## src/design/least_squares_line_fit_top_macros.svh

```systemverilog
// Assertion macros used by the line-fit solver.
`ifndef LEAST_SQUARES_LINE_FIT_TOP_MACROS_SVH
`define LEAST_SQUARES_LINE_FIT_TOP_MACROS_SVH
// Implication checked at every clock edge outside reset.
`define LSF_ASSERT_IMP(label, clk, rst_n, ante, cons, msg) \
    label: assert property (@(posedge clk) disable iff (!rst_n) (ante) |-> (cons)) \
        else $error(msg);
// Implication checked in the cycle after the antecedent.
`define LSF_ASSERT_NEXT(label, clk, rst_n, ante, cons, msg) \
    label: assert property (@(posedge clk) disable iff (!rst_n) (ante) |=> (cons)) \
        else $error(msg);
`endif

```

## src/design/lsf_pkg.sv

```systemverilog
// Package with constants and types shared by the line-fit modules.
`timescale 1ns / 1ps
package lsf_pkg;
    localparam int MaxPoints   = 65536;
    localparam int SampleWidth = 16;
    localparam int CntW = 17;
    localparam int SumW = 32;
    localparam int SpqW = 48;
    localparam int NumW = 64;

    localparam logic [1:0] StatusOk    = 2'd0;
    localparam logic [1:0] StatusFew   = 2'd1;
    localparam logic [1:0] StatusZero  = 2'd2;
    localparam logic [1:0] StatusSat   = 2'd3;

    // Snapshot of the sums for one finished set.
    typedef struct packed {
        logic [CntW-1:0] cnt;
        logic [SumW-1:0] sx;
        logic [SumW-1:0] sy;
        logic [SpqW-1:0] sxy;
        logic [SpqW-1:0] sxx;
    } sums_t;
endpackage

```

## src/design/lsf_accum.sv

```systemverilog
// Front part: accepts points and keeps the running sums.
`timescale 1ns / 1ps
module lsf_accum #(
    parameter int MAX_POINTS   = lsf_pkg::MaxPoints,
    parameter int SAMPLE_WIDTH = lsf_pkg::SampleWidth
) (
    input  logic                     clk,
    input  logic                     rst_n,
    input  logic                     in_valid,
    output logic                     in_ready,
    input  logic [SAMPLE_WIDTH-1:0]  x_value,
    input  logic [SAMPLE_WIDTH-1:0]  y_value,
    input  logic                     last_point,
    output logic                     snap_valid,
    input  logic                     snap_ready,
    output lsf_pkg::sums_t           snap
);
    // Stage 1: register point and products; stage 2: add into sums.
    logic                            p_valid_reg;
    logic                            p_last_reg;
    logic signed [lsf_pkg::SumW-1:0] px_reg, py_reg;
    logic signed [lsf_pkg::SpqW-1:0] pxy_reg, pxx_reg;
    lsf_pkg::sums_t                  acc_reg, acc_next;
    logic                            snap_valid_reg;
    lsf_pkg::sums_t                  snap_reg;
    logic                            in_fire, p_done;
    logic signed [SAMPLE_WIDTH-1:0]  xs, ys;

    assign xs = x_value;
    assign ys = y_value;
    // A pending last point needs the snapshot slot free.
    assign p_done   = p_valid_reg && (!p_last_reg || !snap_valid_reg || snap_ready);
    assign in_ready = !p_valid_reg || p_done;
    assign in_fire  = in_valid && in_ready;

    always_comb
    begin
        acc_next = acc_reg;
        if (int'(acc_reg.cnt) < MAX_POINTS)
        begin
            acc_next.cnt = acc_reg.cnt + 1'b1;
            acc_next.sx  = acc_reg.sx + px_reg;
            acc_next.sy  = acc_reg.sy + py_reg;
            acc_next.sxy = acc_reg.sxy + pxy_reg;
            acc_next.sxx = acc_reg.sxx + pxx_reg;
        end
    end

    always_ff @(posedge clk or negedge rst_n)
    begin
        if (!rst_n)
        begin
            p_valid_reg    <= 1'b0;
            p_last_reg     <= 1'b0;
            acc_reg        <= '0;
            snap_valid_reg <= 1'b0;
        end
        else
        begin
            if (p_done && p_last_reg)
                snap_valid_reg <= 1'b1;
            else if (snap_ready)
                snap_valid_reg <= 1'b0;
            if (p_done)
            begin
                if (p_last_reg)
                    acc_reg <= '0;
                else
                    acc_reg <= acc_next;
            end
            if (in_ready)
            begin
                p_valid_reg <= in_valid;
                p_last_reg  <= last_point;
            end
        end
    end

    always_ff @(posedge clk)
    begin
        if (p_done && p_last_reg)
            snap_reg <= acc_next;
        if (in_fire)
        begin
            px_reg  <= lsf_pkg::SumW'(xs);
            py_reg  <= lsf_pkg::SumW'(ys);
            pxy_reg <= lsf_pkg::SpqW'(xs * ys);
            pxx_reg <= lsf_pkg::SpqW'(xs * xs);
        end
    end

    assign snap_valid = snap_valid_reg;
    assign snap       = snap_reg;
endmodule

```

## config.mk

```make
export PLATFORM = sky130hd
export DESIGN_NAME = lsf_accum
export DESIGN_NICKNAME = d
export VERILOG_FILES = /design/src/design/least_squares_line_fit_top_macros.svh /design/src/design/lsf_pkg.sv /design/src/design/lsf_accum.sv
export SDC_FILE = /design/constraint.sdc
export NUM_CORES = 2
export LEC_CHECK = 0
export BUFFER_PORTS_ARGS = -buffer_cell sky130_fd_sc_hd__buf_2
export CAP_MARGIN = 20
export CORE_ASPECT_RATIO = 1.5
export CORE_MARGIN = 5
export CORE_UTILIZATION = 50
export CTS_CLUSTER_DIAMETER = 80
export DETAILED_ROUTE_END_ITERATION = 8
export PLACE_DENSITY_LB_ADDON = 0.08
export SLEW_MARGIN = 20
export SYNTH_ARGS = -nofsm -noshare
export SYNTH_HDL_FRONTEND = slang
export SYNTH_SLANG_ARGS = --single-unit
```

## constraint.sdc

```tcl
create_clock -name clk -period 10.8 [get_ports clk]
set_input_delay 1.62 -clock clk [delete_from_list [all_inputs] [get_ports clk]]
set_output_delay 1.62 -clock clk [all_outputs]
set_load 0.02 [all_outputs]
```

==> impl_summary.md <==
Run status
The run finished with clean final reports.

Clock tree
The clock reaches the later pin of the worst-skew pair after 600 ps. Buffers inserted to repair hold after CTS numbered 0. The number of gates resized after CTS was 0. The deepest level of the CTS H-tree is 2. The clock slew at the register clock pins of the worst setup and hold paths is 60 ps. The number of buffers inserted by post-CTS setup repair is 0. The number of clock buffers added by TritonCTS is 45. The TritonCTS clock tree is yes.

The largest buffer count on any clock path is 3. The clock net in this run drives a total of 451 sinks. In this run the clock root is driven by a sky130_fd_sc_hd__clkbuf_16.

Yosys
Sorting the synthesized cells by area gives the leading types as sky130_fd_sc_hd__fa_1 23%, sky130_fd_sc_hd__edfxtp_1 19%, sky130_fd_sc_hd__dfrtp_1 10%. The async set-or-reset flop fraction in the synthesized netlist is 0.399. Of the post-synthesis cell area, the part taken by muxes is 0.00601.

The number of nets handed over by synthesis was 5292. For this run, the register share of the synthesized area comes to 0.289. Of the total synthesized cell area, the portion taken by full adders, half adders and majority gates is 0.323. The xor-xnor portion of the synthesized cell area is 0.0461. The area share of the largest cell type after synthesis is 0.229.

The area of the mapped netlist is 43700 um^2. The post-synthesis cell type with the largest combined area is sky130_fd_sc_hd__fa_1. Synthesis produced 4428 cells. The commonest register cell after synthesis is sky130_fd_sc_hd__edfxtp_1. Counting flops with a built-in enable in the synthesized netlist gives 271. The netlist uses 89 different library cells.

The compound-gate portion of the synthesized area came to 0.142. The simple-gate portion of the synthesized area is 0.121. After synthesis the netlist holds a flip-flop and latch count of 451. The largest family of logic cells by synthesized area is adder cells. The synthesized area divided by synthesized cell count is 9.87 um^2. During synthesis, Yosys emitted a total of 0 warnings.

Global routing
The first global-routing pass estimated 179 mm of wire. The remaining global-route overflow is 0. Entering global routing, the biggest net connects 199 pins. For this run, the total global-route usage over all layers was measured as 0.241. The via count of the first global-routing pass is 33.2k. The number of antenna violations at the first check in global routing was 8.

Timing
Of the available clock period, the critical path in the final layout requires 0.760. Based on the critical path, the design can be clocked at up to 0.122 GHz. Setup repair after global routing left no endpoint under its margin.

The number of endpoints failing setup at the final stage is 0. Headroom to the max-slew limit came out at 0.347. For the finished layout, the period the worst path requires is 8200 ps. The number of hold-slack violations in the final timing report came to 0. The number of pins with negative max-slew slack in the final report was 0. For the pin with the worst max-slew slack, the measured transition is 976 ps. The final worst clock skew is 20.8 ps. The total negative setup slack is 0 ps.

Floorplan
In this run the vertical extent of the chip is 372 um. From left edge to right edge, the die measures 251 um. For this design the top-level I/O count stands at 216. The effective utilization at floorplan is 0.505. The floorplan has 132 rows. In this run the standard cell core region covers 86500 um^2. The area of the die is 93500 um^2.

Placed design
Once detailed placement completed, the half-perimeter wirelength came to 85.5 mm. Routability-driven placement finished with a final weighted congestion of 0.901. Buffers placed on the I/O ports in this run total 215.

Drt
The number of vias in the routed layout is 31.8k. Dividing the detail-routed wire length by the instance count gives 19.6 um. In the routed design, unresolved DRC markers number 0.

The number of DRC violations after detailed-routing iteration 0 is 1657. The first-pass iteration count of the detailed router is 5. In this run the remaining antenna-violating nets after routing total 0. For this block, the routed nets add up to 112 mm of wire. The detail-routed via count per cell is 5.58.

Setup path
The critical path launch point type is a primary input. The maximum fanout encountered on the critical timing path is 37. The category of the most critical setup path is in -> reg. The worst flop-to-flop path startpoint is p_last_reg. The worst register-to-register path ends at snap[77]. Data on the critical path is required at its endpoint by 11130 ps. Data on the critical path arrives at its endpoint at 8540 ps. Counting cells, the worst reg-to-reg path comes to 8. Across all register-to-register paths, the minimum setup slack is 6500 ps. STA classifies the critical path endpoint as a register. In this run the worst setup path begins at x_value[15].

Final layout
In the final layout, flip-flops and latches occupy 12600 um^2. The area growth from synthesis to layout is 8.02%. The net count of the finished layout is 5396. In the final layout, the share of cells above drive strength 1 is 0.0794. In the layout the commonest cells are 634 x sky130_fd_sc_hd__inv_1, 534 x sky130_fd_sc_hd__nand2_1, 499 x sky130_fd_sc_hd__fa_1, 328 x sky130_fd_sc_hd__ha_1, 297 x sky130_fd_sc_hd__o21ai_0. The share of the core filled with cells in the final layout is 0.545. The filler cells instantiated in the layout total 7940. In the final layout, the multi-input gates occupy 27900 um^2. The leading cell type in the layout, fill and taps excluded is sky130_fd_sc_hd__inv_1.

Run
The number of maximum-capacitance constraint violations is 0.

Worst hold path
The path type of the worst min-delay path is reg -> reg. The worst min-delay path startpoint is acc_reg[0]. The end of the worst hold path is acc_reg[0]. The cell depth of the worst min-delay path is 2.
cells in the mapped netlist (8+ instances only):
cell type / instances
sky130_fd_sc_hd__a22o_1: 94
sky130_fd_sc_hd__o221ai_1: 13
sky130_fd_sc_hd__or3_1: 10
sky130_fd_sc_hd__nand2_1: 536
sky130_fd_sc_hd__and3_1: 25
sky130_fd_sc_hd__nand4_1: 29
sky130_fd_sc_hd__a21oi_1: 177
sky130_fd_sc_hd__nor2_1: 161
sky130_fd_sc_hd__nor3_1: 35
sky130_fd_sc_hd__o21bai_1: 41
sky130_fd_sc_hd__nand3b_1: 8
sky130_fd_sc_hd__o21a_1: 34
sky130_fd_sc_hd__xor2_1: 66
sky130_fd_sc_hd__a21o_1: 103
sky130_fd_sc_hd__and4_1: 8
sky130_fd_sc_hd__and2_1: 180
sky130_fd_sc_hd__nor2b_1: 23
sky130_fd_sc_hd__dfrtp_1: 180
sky130_fd_sc_hd__o21ai_0: 297
sky130_fd_sc_hd__inv_1: 635
sky130_fd_sc_hd__o21ai_1: 8
sky130_fd_sc_hd__a31o_2: 11
sky130_fd_sc_hd__o31ai_1: 27
sky130_fd_sc_hd__nand3_1: 53
sky130_fd_sc_hd__fa_1: 499
sky130_fd_sc_hd__o211ai_1: 8
sky130_fd_sc_hd__ha_1: 328
sky130_fd_sc_hd__a211oi_1: 21
sky130_fd_sc_hd__xnor2_1: 164
sky130_fd_sc_hd__edfxtp_1: 271
sky130_fd_sc_hd__mux2_2: 18
sky130_fd_sc_hd__clkbuf_1: 159
sky130_fd_sc_hd__a31oi_1: 28
sky130_fd_sc_hd__nand2b_1: 35
per-stage QoR:
step / hold slack (ps) / area [um^2] / setup slack (ps) / std cells
2_1_floorplan: 459 / 43700 / 2940 / 4428
3_3_place_gp: 474 / 45600 / 2180 / 5624
3_5_place_dp: 481 / 45600 / 2060 / 5624
4_1_cts: 495 / 47200 / 2710 / 5708
5_1_grt: 511 / 47200 / 2200 / 5709
6_report: 498 / 47200 / 2600 / 5711
cell type report:
class | instances | area share
diodes | 3 | 0.000159
clock buffers | 65 | 0.0283
clock inverters | 19 | 0.00488
inverters | 636 | 0.0508
multi-input cells | 3163 | 0.591
flip-flops and latches | 451 | 0.268
well taps | 1139 | 0.0302
repair buffers | 235 | 0.0264
worst max-delay path, stage by stage:
cell,delay (ps)
sky130_fd_sc_hd__buf_2,610
sky130_fd_sc_hd__inv_1,520
sky130_fd_sc_hd__nor2_1,340
sky130_fd_sc_hd__fa_1,610
sky130_fd_sc_hd__fa_1,580
sky130_fd_sc_hd__fa_1,450
sky130_fd_sc_hd__fa_1,500
sky130_fd_sc_hd__fa_1,490
sky130_fd_sc_hd__inv_1,50
sky130_fd_sc_hd__fa_1,470
sky130_fd_sc_hd__inv_1,40
sky130_fd_sc_hd__ha_1,340
sky130_fd_sc_hd__nand2_1,100
sky130_fd_sc_hd__or4_1,400
sky130_fd_sc_hd__o22ai_1,200
sky130_fd_sc_hd__o41ai_1,120
sky130_fd_sc_hd__a31oi_1,340
sky130_fd_sc_hd__a311oi_1,180
sky130_fd_sc_hd__o31ai_1,270
sky130_fd_sc_hd__a21oi_1,120
sky130_fd_sc_hd__xnor2_1,130
metal layers:
| layer | global-route usage | routed length, um | up-vias |
|---|---|---|---|
| met5 | 0 | 9 | - |
| met4 | 0.0949 | 5000 | 2 |
| met3 | 0.0271 | 5240 | 210 |
| met2 | 0.430 | 56700 | 748 |
| met1 | 0.300 | 45200 | 15900 |
| li1 | - | - | 15000 |
how the worst max path moves through the flow:
stage / end / cells after the start
floorplan: pxx_reg[46] / 23
global placement: pxx_reg[46] / 21
global route: pxx_reg[46] / 21
finish: pxx_reg[46] / 21
CTS: pxx_reg[46] / 21
detailed placement: pxx_reg[46] / 21
kinds of logic after synthesis:
family | after synthesis
and+or+nand+nor | 1132
AOI/OAI and AO/OA | 950
adders and majority gates | 827
buffers and inverters | 814
DFF | 451
xor gates and xnor gates | 230
muxes | 24
Power is left out: the tool's default activity adds up to more than one toggle a clock period on the data nets, which glitch-free logic cannot reach.
